==> config.mk <==
export PLATFORM = sky130hd
export DESIGN_NAME = murmur3_32_stream_hash_unit
export DESIGN_NICKNAME = d
export VERILOG_FILES = /design/src/rtl/mm3_pkg.sv /design/src/rtl/mm3_front.sv /design/src/rtl/mm3_fifo.sv /design/src/rtl/mm3_back.sv /design/src/rtl/murmur3_32_stream_hash_unit.sv
export SDC_FILE = /design/constraint.sdc
export NUM_CORES = 2
export LEC_CHECK = 0
export BUFFER_PORTS_ARGS = -buffer_cell sky130_fd_sc_hd__buf_2
export CAP_MARGIN = 20
export CORE_MARGIN = 2
export CORE_UTILIZATION = 55
export DETAILED_ROUTE_END_ITERATION = 8
export GPL_TIMING_DRIVEN = 1
export PLACE_DENSITY = 0.81
export SYNTH_ARGS = -nofsm -noshare
export SYNTH_HDL_FRONTEND = slang
export SYNTH_HIERARCHICAL = 1
export SYNTH_SLANG_ARGS = --single-unit
==> constraint.sdc <==
create_clock -name clk -period 6.7 [get_ports clk]
set_input_delay 0 -clock clk [delete_from_list [all_inputs] [get_ports clk]]
set_output_delay 0 -clock clk [all_outputs]
set_load 0.01 [all_outputs]
==> src/rtl/mm3_pkg.sv <==
// Package for the MurmurHash3 x86_32 stream hash unit.
// Holds item types, the queue entry type and the hash constants; no dependencies.
`timescale 1ns / 1ps
`default_nettype none

package mm3_pkg;

    localparam logic [31:0] MM_C1 = 32'hcc9e2d51;
    localparam logic [31:0] MM_C2 = 32'h1b873593;
    localparam logic [31:0] MM_N  = 32'he6546b64;
    localparam logic [31:0] MM_F1 = 32'h85ebca6b;
    localparam logic [31:0] MM_F2 = 32'hc2b2ae35;

    localparam logic [2:0] FULL_WORD_BYTES = 3'd4;

    typedef enum logic [1:0] {
        OP_NONE,
        OP_BODY,
        OP_TAIL
    } op_kind_t;

    typedef struct packed {
        logic [31:0] seed;
        logic [31:0] data_word;
        logic [2:0]  byte_count;
        logic        first;
        logic        last;
    } in_item_t;

    typedef struct packed {
        logic [31:0] hash;
        logic        malformed;
    } out_item_t;

    typedef struct packed {
        logic [31:0] seed;
        logic [31:0] k;
        logic [2:0]  cnt;
        op_kind_t    kind;
        logic        first;
        logic        last;
    } work_t;

endpackage

`default_nettype wire

==> src/rtl/mm3_front.sv <==
// Front end: accepts input items, classifies them and scrambles the word.
// Two elastic stages, one multiplier each. Depends on mm3_pkg.
`timescale 1ns / 1ps
`default_nettype none

module mm3_front (
    input  wire logic             clk,
    input  wire logic             rst_n,
    input  wire logic             item_valid,
    output logic                  item_ready,
    input  wire mm3_pkg::in_item_t item_data,
    output logic                  push,
    input  wire logic             full,
    output mm3_pkg::work_t        work
);

    logic           s1_valid_reg;
    logic           s2_valid_reg;
    mm3_pkg::work_t s1_reg;
    mm3_pkg::work_t s2_reg;
    mm3_pkg::work_t s1_next;
    mm3_pkg::work_t s2_next;
    logic           s1_ready;
    logic           s2_ready;
    logic [2:0]     cnt_sat;
    logic [31:0]    mask;
    logic [31:0]    masked;
    logic [31:0]    k1_rot;

    always_comb
    begin
        cnt_sat = (item_data.byte_count > mm3_pkg::FULL_WORD_BYTES)
                  ? mm3_pkg::FULL_WORD_BYTES : item_data.byte_count;
        unique case (cnt_sat)
            3'd1:    mask = 32'h0000_00ff;
            3'd2:    mask = 32'h0000_ffff;
            3'd3:    mask = 32'h00ff_ffff;
            default: mask = 32'hffff_ffff;
        endcase
        s1_next       = '0;
        s1_next.seed  = item_data.seed;
        s1_next.cnt   = cnt_sat;
        s1_next.first = item_data.first;
        s1_next.last  = item_data.last;
        if ((cnt_sat == mm3_pkg::FULL_WORD_BYTES) || !item_data.last)
        begin
            s1_next.kind = mm3_pkg::OP_BODY;
        end
        else if (cnt_sat != 3'd0)
        begin
            s1_next.kind = mm3_pkg::OP_TAIL;
        end
        else
        begin
            s1_next.kind = mm3_pkg::OP_NONE;
        end
        masked    = (s1_next.kind == mm3_pkg::OP_TAIL) ? (item_data.data_word & mask)
                                                       : item_data.data_word;
        s1_next.k = masked * mm3_pkg::MM_C1;

        k1_rot    = {s1_reg.k[16:0], s1_reg.k[31:17]};
        s2_next   = s1_reg;
        s2_next.k = k1_rot * mm3_pkg::MM_C2;
    end

    assign push       = s2_valid_reg && !full;
    assign s2_ready   = !s2_valid_reg || !full;
    assign s1_ready   = !s1_valid_reg || s2_ready;
    assign item_ready = s1_ready;
    assign work       = s2_reg;

    always_ff @(posedge clk or negedge rst_n)
    begin
        if (!rst_n)
        begin
            s1_valid_reg <= 1'b0;
            s2_valid_reg <= 1'b0;
        end
        else
        begin
            if (s1_ready)
            begin
                s1_valid_reg <= item_valid;
            end
            if (s2_ready)
            begin
                s2_valid_reg <= s1_valid_reg;
            end
        end
    end

    always_ff @(posedge clk)
    begin
        if (s1_ready && item_valid)
        begin
            s1_reg <= s1_next;
        end
        if (s2_ready && s1_valid_reg)
        begin
            s2_reg <= s2_next;
        end
    end

endmodule

`default_nettype wire

==> src/rtl/mm3_fifo.sv <==
// Short queue of scrambled work items between the front and back ends.
// Register array with read and write pointers. Depends on mm3_pkg.
`timescale 1ns / 1ps
`default_nettype none

module mm3_fifo #(
    parameter int DEPTH = 4
) (
    input  wire logic           clk,
    input  wire logic           rst_n,
    input  wire logic           push,
    input  wire mm3_pkg::work_t push_data,
    output logic                full,
    input  wire logic           pop,
    output mm3_pkg::work_t      pop_data,
    output logic                valid
);

    localparam int PTR_W = (DEPTH > 1) ? $clog2(DEPTH) : 1;
    localparam int CNT_W = $clog2(DEPTH + 1);

    mm3_pkg::work_t     mem_reg [DEPTH];
    logic [PTR_W-1:0]   wr_ptr_reg;
    logic [PTR_W-1:0]   rd_ptr_reg;
    logic [CNT_W-1:0]   count_reg;

    function automatic logic [PTR_W-1:0] ptr_inc(input logic [PTR_W-1:0] p);
        logic [PTR_W-1:0] r;
        r = (p == PTR_W'(DEPTH - 1)) ? '0 : p + PTR_W'(1);
        return r;
    endfunction

    assign full     = (count_reg == CNT_W'(DEPTH));
    assign valid    = (count_reg != '0);
    assign pop_data = mem_reg[rd_ptr_reg];

    always_ff @(posedge clk or negedge rst_n)
    begin
        if (!rst_n)
        begin
            wr_ptr_reg <= '0;
            rd_ptr_reg <= '0;
            count_reg  <= '0;
        end
        else
        begin
            if (push)
            begin
                wr_ptr_reg <= ptr_inc(wr_ptr_reg);
            end
            if (pop)
            begin
                rd_ptr_reg <= ptr_inc(rd_ptr_reg);
            end
            if (push && !pop)
            begin
                count_reg <= count_reg + CNT_W'(1);
            end
            else if (pop && !push)
            begin
                count_reg <= count_reg - CNT_W'(1);
            end
        end
    end

    always_ff @(posedge clk)
    begin
        if (push)
        begin
            mem_reg[wr_ptr_reg] <= push_data;
        end
    end

endmodule

`default_nettype wire

==> src/rtl/mm3_back.sv <==
// Back end: updates the running hash, length and malformed flag per item,
// then finalizes last words through the f0, f1, f2 and out stages. Depends on mm3_pkg.
`timescale 1ns / 1ps
`default_nettype none

module mm3_back (
    input  wire logic             clk,
    input  wire logic             rst_n,
    input  wire logic             work_valid,
    input  wire mm3_pkg::work_t   work,
    output logic                  pop,
    output logic                  result_valid,
    input  wire logic             result_ready,
    output mm3_pkg::out_item_t    result_data
);

    logic [31:0] hash_reg;
    logic [31:0] hash_next;
    logic [31:0] len_reg;
    logic [31:0] len_next;
    logic        bad_reg;
    logic        bad_next;
    logic [31:0] h_base;
    logic [31:0] h_mix;
    logic [31:0] h_rot;

    logic        f0_valid_reg;
    logic        f1_valid_reg;
    logic        f2_valid_reg;
    logic        out_valid_reg;
    logic [31:0] f0_reg;
    logic [31:0] f1_reg;
    logic [31:0] f2_reg;
    logic        f0_bad_reg;
    logic        f1_bad_reg;
    logic        f2_bad_reg;
    mm3_pkg::out_item_t out_reg;
    logic [31:0] f0_mix;
    logic [31:0] f1_mix;
    logic        f0_ready;
    logic        f1_ready;
    logic        f2_ready;
    logic        out_ready;

    always_comb
    begin
        h_base   = work.first ? work.seed : hash_reg;
        len_next = (work.first ? 32'd0 : len_reg) + {29'd0, work.cnt};
        bad_next = (work.first ? 1'b0 : bad_reg)
                   | (!work.last && (work.cnt != mm3_pkg::FULL_WORD_BYTES));
        h_mix    = h_base ^ work.k;
        h_rot    = {h_mix[18:0], h_mix[31:19]};
        unique case (work.kind)
            mm3_pkg::OP_BODY: hash_next = (h_rot << 2) + h_rot + mm3_pkg::MM_N;
            mm3_pkg::OP_TAIL: hash_next = h_mix;
            mm3_pkg::OP_NONE: hash_next = h_base;
            default:          hash_next = h_base;
        endcase
        f0_mix = f0_reg ^ (f0_reg >> 16);
        f1_mix = f1_reg ^ (f1_reg >> 13);
    end

    assign out_ready    = !out_valid_reg || result_ready;
    assign f2_ready     = !f2_valid_reg || out_ready;
    assign f1_ready     = !f1_valid_reg || f2_ready;
    assign f0_ready     = !f0_valid_reg || f1_ready;
    assign pop          = work_valid && f0_ready;
    assign result_valid = out_valid_reg;
    assign result_data  = out_reg;

    always_ff @(posedge clk or negedge rst_n)
    begin
        if (!rst_n)
        begin
            hash_reg      <= '0;
            len_reg       <= '0;
            bad_reg       <= 1'b0;
            f0_valid_reg  <= 1'b0;
            f1_valid_reg  <= 1'b0;
            f2_valid_reg  <= 1'b0;
            out_valid_reg <= 1'b0;
        end
        else
        begin
            if (pop)
            begin
                hash_reg <= hash_next;
                len_reg  <= len_next;
                bad_reg  <= bad_next;
            end
            if (f0_ready)
            begin
                f0_valid_reg <= pop && work.last;
            end
            if (f1_ready)
            begin
                f1_valid_reg <= f0_valid_reg;
            end
            if (f2_ready)
            begin
                f2_valid_reg <= f1_valid_reg;
            end
            if (out_ready)
            begin
                out_valid_reg <= f2_valid_reg;
            end
        end
    end

    always_ff @(posedge clk)
    begin
        if (pop && work.last)
        begin
            f0_reg     <= hash_next ^ len_next;
            f0_bad_reg <= bad_next;
        end
        if (f1_ready && f0_valid_reg)
        begin
            f1_reg     <= f0_mix * mm3_pkg::MM_F1;
            f1_bad_reg <= f0_bad_reg;
        end
        if (f2_ready && f1_valid_reg)
        begin
            f2_reg     <= f1_mix * mm3_pkg::MM_F2;
            f2_bad_reg <= f1_bad_reg;
        end
        if (out_ready && f2_valid_reg)
        begin
            out_reg.hash      <= f2_reg ^ (f2_reg >> 16);
            out_reg.malformed <= f2_bad_reg;
        end
    end

endmodule

`default_nettype wire

==> src/rtl/murmur3_32_stream_hash_unit.sv <==
// An item with last set passes through s1, s2, the queue, f0, f1, f2 and out to its result.
// Throughput: one word per cycle unless stalled; back end hash update is combinational.
// The front end holds one 32-bit multiplier per stage; the finalizer one each in f1 and f2.
// Reset clears the running hash, byte length and malformed flag to zero and empties
// every stage and the queue. Top level; depends on mm3_pkg, mm3_front, mm3_fifo, mm3_back.
`timescale 1ns / 1ps
`default_nettype none

module murmur3_32_stream_hash_unit #(
    parameter int QUEUE_DEPTH = 4
) (
    input  wire logic               clk,
    input  wire logic               rst_n,
    input  wire logic               item_valid,
    output logic                    item_ready,
    input  wire mm3_pkg::in_item_t  item_data,
    output logic                    result_valid,
    input  wire logic               result_ready,
    output mm3_pkg::out_item_t      result_data
);

    logic           fifo_push;
    logic           fifo_full;
    logic           fifo_pop;
    logic           fifo_valid;
    mm3_pkg::work_t front_work;
    mm3_pkg::work_t back_work;

    mm3_front u_front (
        .clk        (clk),
        .rst_n      (rst_n),
        .item_valid (item_valid),
        .item_ready (item_ready),
        .item_data  (item_data),
        .push       (fifo_push),
        .full       (fifo_full),
        .work       (front_work)
    );

    mm3_fifo #(
        .DEPTH (QUEUE_DEPTH)
    ) u_fifo (
        .clk       (clk),
        .rst_n     (rst_n),
        .push      (fifo_push),
        .push_data (front_work),
        .full      (fifo_full),
        .pop       (fifo_pop),
        .pop_data  (back_work),
        .valid     (fifo_valid)
    );

    mm3_back u_back (
        .clk          (clk),
        .rst_n        (rst_n),
        .work_valid   (fifo_valid),
        .work         (back_work),
        .pop          (fifo_pop),
        .result_valid (result_valid),
        .result_ready (result_ready),
        .result_data  (result_data)
    );

    assert property (@(posedge clk) disable iff (!rst_n) fifo_push |-> (!fifo_full || fifo_pop))
        else $error("Queue written while full.");

    assert property (@(posedge clk) disable iff (!rst_n) fifo_pop |-> fifo_valid)
        else $error("Queue read while empty.");

    assert property (@(posedge clk) disable iff (!rst_n)
        (fifo_full && !fifo_pop) |=> !fifo_push || fifo_pop)
        else $error("Front end pushed into a full queue.");

endmodule

`default_nettype wire

# Yosys cells after proc, flatten, opt, wreduce, memory -nomap -nowiden
# Memories as Yosys holds them, arrays and structs flattened.
# Index checks and enable logic that the tools add are counted.
# word_totals
ram_bits	284
ff_bits	352
elab_cells	110
mem_count	1
in_bits	73
# memory_table
memory	depth	width	read_ports	rd_clocked_by_memory_dff	write_ports	line	source
u_fifo.mem_reg	4	71	1	0	1	mm3_fifo.sv:22	mm3_pkg::work_t mem_reg [DEPTH];
# classes
multipliers	4
n_eq_ne	11
n_lt_le_gt_ge	1
n_reduce_logical	32
n_bitwise	7
mux	15
addsub	7
# ops
operator	n
$mux W32	3
$pmux W32 S3	1
$mul A32 B31 Y32 const B	2
$pmux W32 S2	1
$xor A32 B16 Y32	2
$xor A32 B32 Y32	2
$add A32 B3 Y32	1
$add A32 B32 Y32	1
$add A32 B32 Y32 const B	1
$and A32 B32 Y32	1
$mul A32 B29 Y32 const B	1
$mul A32 B32 Y32 const B	1
$xor A32 B19 Y32	1
$logic_and A1 B1 Y1	11
$logic_not A1 Y1	11
$mux W3	3
$eq A2 B2 Y1 const B	4
$mux W2	4
$logic_or A1 B1 Y1	7
$eq A3 B2 Y1 const B	2
$eq A3 B3 Y1 const B	2
$reduce_bool A3 Y1	2
$add A2 B1 Y2 const B	2
$add A3 B1 Y3 const B	1
8 further kinds	10

# Longest topological paths before layout
# depth
ltp_word	9
mapped_depth	26
mapped_depth_nobuf	26

# By module
# The synthesis kept the hierarchy.
# by_module_without_submodules
mod	cells_per_inst	area_each_um2	n_inst	seq_area_each_um2
mm3_back	2869	29051.6	1	5690.5
mm3_front	1840	20692.3	1	4314.1
mm3_fifo	408	10735.3	1	8703.3

# Worst setup path before layout
# OpenSTA, ideal clock, no wires.
# synth_timing
path_kind	register -> register
startpoint	register u_back.f1_reg[21]
endpoint	register u_back.f2_reg[30] (data pin)
n_path_buf	0
path_slack_ps	-69
setup_time_ps	258
arrival_ps	6512
synth_period_minus_slack_ps	6769
stages_incl_launch_ff	23
path_cell_list	edfxtp_1 xor2_1 ha_1 ha_1 a21oi_1 fa_1 fa_1 inv_1 fa_1 fa_1 fa_1 inv_1 fa_1 inv_1 ha_1 a21oi_1 o21a_1 o2111ai_1 o21bai_1 a41oi_1 o21ai_0 a21oi_1 xnor2_1
# synth_between
elab_chain_cells	2
# synth_rtl
item	line	source
start: declaration	mm3_back.sv:32	logic [31:0] f1_reg;
start signal: assignment	mm3_back.sv:119	f1_reg <= f0_mix * mm3_pkg::MM_F1;
$xor A32 B19 Y32	mm3_back.sv:60	f1_mix = f1_reg ^ (f1_reg >> 13);
$mul A32 B31 Y32	mm3_back.sv:124	f2_reg <= f1_mix * mm3_pkg::MM_F2;
end signal: assignment	mm3_back.sv:124	
end: declaration	mm3_back.sv:33	logic [31:0] f2_reg;
# Every way passes these cells.
# A chain may end at the register's enable or synchronous reset.

# Worst setup path in the final report
# layout_timing
startpoint	register u_back.f1_reg[17]
endpoint	register u_back.f2_reg[28] (data pin)
# Same word-level chain as after synthesis.

==> results.ini <==
[outcome]
run_status = finished clean

[global_route]
grt_pass1_wl_mm = 229
grt_max_degree = 110
first_global_vias = 41100
grtUsageTotal_pct = 26.6
grt_antenna_before_repair = 3
overflow = 0

[final_layout]
fin_nets = 7139
fin_cells = 6984
syn_to_final_growth_pct = 11.9
largest_register_ffs = 284
layout-drive-gt1-share_pct = 12.0
antenna_cells = 0

[yosys]
syn_area_mm2 = 0.0605
syn_avg_cell_area_um2 = 11.8
synthCells = 5117
seq_area_frac_synth_pct = 30.9
async_reset_ff_share_pct = 12.3
yosysWarnings = 6
syn-num-nets = 6739
ys.flop_type = edfxtp_1
synth_cell_types = 92
synth-seq-cells = 636
synth_edf_count = 558

[placed_design]
placed_cells = 6756
finalWeightedCongestion = 0.988
dpl.hpwl_mm = 117
placement.io_buffers = 107

[clock_network]
clock-root-buffer = clkbuf_16
cts.sink_count = 636
cts_tree = yes
cts_max_level = 3
clk_path_buf_depth = 3
clkLatencyLatePin_ns = 0.65
cts_buffers = 67
clk_pin_slew_ns = 0.06

[sta]
finalHoldViolCount = 0
period_share_pct = 98.3
fin_worst_skew_ns = 0.0444
final_max_slew_viol_count = 0
relSlewSlack_pct = 26.9
tightestPinTransition_ns = 1.09
fmax_mhz = 152
finalCriticalPeriod_ns = 6.59
setup_viol = 0

[die]
row_count = 121
die_area_mm2 = 0.113
coreArea_mm2 = 0.109
die_w_um = 336
ios = 108
die_y_um = 336
start_util_pct = 55.5

[run]
cap_violations = 0

[routing]
wire_per_inst_um = 21.0
routed_wl_mm = 147
vias_per_cell = 5.55
detail_route.first_pass.iterations = 5
drc = 0
final_antenna_net_count = 0
vias = 38700
drt_iter0_drc = 3051

[worst_setup_path]
max_stage_delay_ns = 0.55
cpMostUsedCell = fa_1
crit_required_ns = 7.08
cp_top_family = adder cells
criticalPathCategory = reg2reg
path_buf_inv = 6
worstSetupEndpointType = register
crit_slowest_cell = fa_1
cp_max_fo = 4
startpoint_type = register
path_cells = buf_4 > xor2_2 > buf_4 > ha_1 > ha_1 > fa_1 > inv_1 > fa_1 > inv_1 > fa_1 > fa_1 > fa_1 > inv_1 > fa_1 > inv_1 > ha_4 > o21ai_2 > nand2b_1 > and2_1 > a21o_1 > a41oi_2 > o21bai_1 > a21oi_1 > xnor2_1
arrival_ns = 6.97

[hold_path]
hold_class = in2reg

[per-layer routing]
metal / share of wire (%) / up-vias / GRT usage [%]
met5: 0.0088 / - / 0
met4: 3.6 / 2 / 8.80
met3: 6.7 / 316 / 4.48
met2: 49 / 1347 / 45.5
met1: 40 / 19500 / 34.6
li1: - / 17500 / -
[cell usage after synthesis, drive strengths merged (12+ instances only)]
cell type	number	share of area (%)
edfxtp	558	28
fa	725	24
nor2	114	0.74
nand2	165	1.0
xnor2	278	4.0
and2	24	0.25
o21bai	12	0.15
ha	824	17
inv	1247	7.7
a21o	49	0.61
mux2i	45	0.74
nor2b	30	0.31
a31oi	21	0.27
nand2b	27	0.28
o21a	28	0.35
nand4	24	0.27
nand3	61	0.50
xor2	129	1.9
buf	27	0.42
a21oi	164	1.4
nor3	43	0.36
dfrtp	78	3.2
clkbuf	42	0.26
o21ai	144	1.2
and3	22	0.24
mux4	71	2.7
a211oi	17	0.24
[timing repair]
| item | 4_1_cts | 5_1_grt |
|---|---|---|
| setup endpoints to repair | 5 | 24 |
| resized for setup | 13 | 93 |
| pin swaps | 3 | 54 |
| hold buffers | 46 | 0 |
| endpoints found under the hold margin | 126 | 0 |
| setup buffers | 2 | 57 |
[final cells by class]
type / instances / area, um^2
Clock buffer: 92 / 1800
Clock inverter: 30 / 392
Fill cell: 8169 / 41300
Inverter: 1248 / 4690
Multi-Input combinational cell: 3164 / 37300
Sequential cell: 636 / 18700
Tap cell: 1414 / 1770
Timing Repair Buffer: 400 / 2990
[logic make-up (layout without fill, tap and decap cells)]
group / count (synthesis) / count (layout) / synth area share [%]
adder cells (fa/ha/maj): 1549 / 1549 / 41.0
AND/OR/NAND/NOR: 564 / 564 / 4.70
XOR/XNOR: 407 / 407 / 5.89
flip-flops: 636 / 636 / 30.9
buffers and inverters: 1317 / 1770 / 8.43
AO/OA/AOI/OAI: 522 / 522 / 5.49
multiplexers: 122 / 122 / 3.51
[per-stage QoR]
stage | hold slack, ns | setup TNS (ns) | cell area, um^2 | worst slack [ns] | util [%]
CTS | 0.0370 | 0 | 66700 | 0.000649 | 61.1
finish | 0.0730 | 0 | 67700 | 0.115 | 62.1
floorplan | -0.296 | 0 | 60500 | 0.0795 | -
global placement | -0.112 | -0.177 | 63900 | -0.116 | 58.6
detailed placement | -0.113 | -0.571 | 63900 | -0.221 | 58.6
global route | 0.0627 | -0.408 | 67700 | -0.0766 | 62.1
[path summary, 6_finish.rpt]
path	from	end	slack, ns	cells past startpoint
max reg2reg	u_back/f1_reg[17]	u_back/f2_reg[28]	0.11	24
max in group asynchronous	rst_n	u_back/result_valid	5.66	3
min reg2reg	u_front/s1_reg[51]	u_front/work[51]	0.41	0
min	item_data[48]	u_front/s1_reg[50]	0.07	2
max	u_back/f1_reg[17]	u_back/f2_reg[28]	0.11	24
min in group asynchronous	rst_n	u_fifo/count_reg[2]	0.13	3
[cells in the final DEF (no fill, tap or decap), types with 13 or more instances in the layout]
| cell type | count |
|---|---|
| nand4_1 | 23 |
| fa_1 | 714 |
| and3_1 | 19 |
| nand2_1 | 164 |
| clkbuf_1 | 23 |
| a21o_1 | 49 |
| o21ai_1 | 15 |
| a31oi_1 | 19 |
| buf_4 | 237 |
| nor2b_1 | 25 |
| dlygate4sd3_1 | 46 |
| xnor2_1 | 273 |
| o21ai_0 | 123 |
| xor2_2 | 16 |
| nor2_1 | 110 |
| dfrtp_1 | 76 |
| a21oi_2 | 13 |
| xor2_1 | 111 |
| mux4_2 | 69 |
| nand3_1 | 61 |
| mux2i_1 | 45 |
| and2_1 | 17 |
| nand2b_1 | 27 |
| clkbuf_16 | 68 |
| a21oi_1 | 151 |
| ha_4 | 18 |
| ha_1 | 804 |
| nor3_1 | 40 |
| o21a_1 | 27 |
| buf_2 | 106 |
| edfxtp_1 | 558 |
| inv_1 | 1239 |
Power is not shown: default switching activity piles up to over one toggle a cycle in this logic, so the estimate is an artifact.
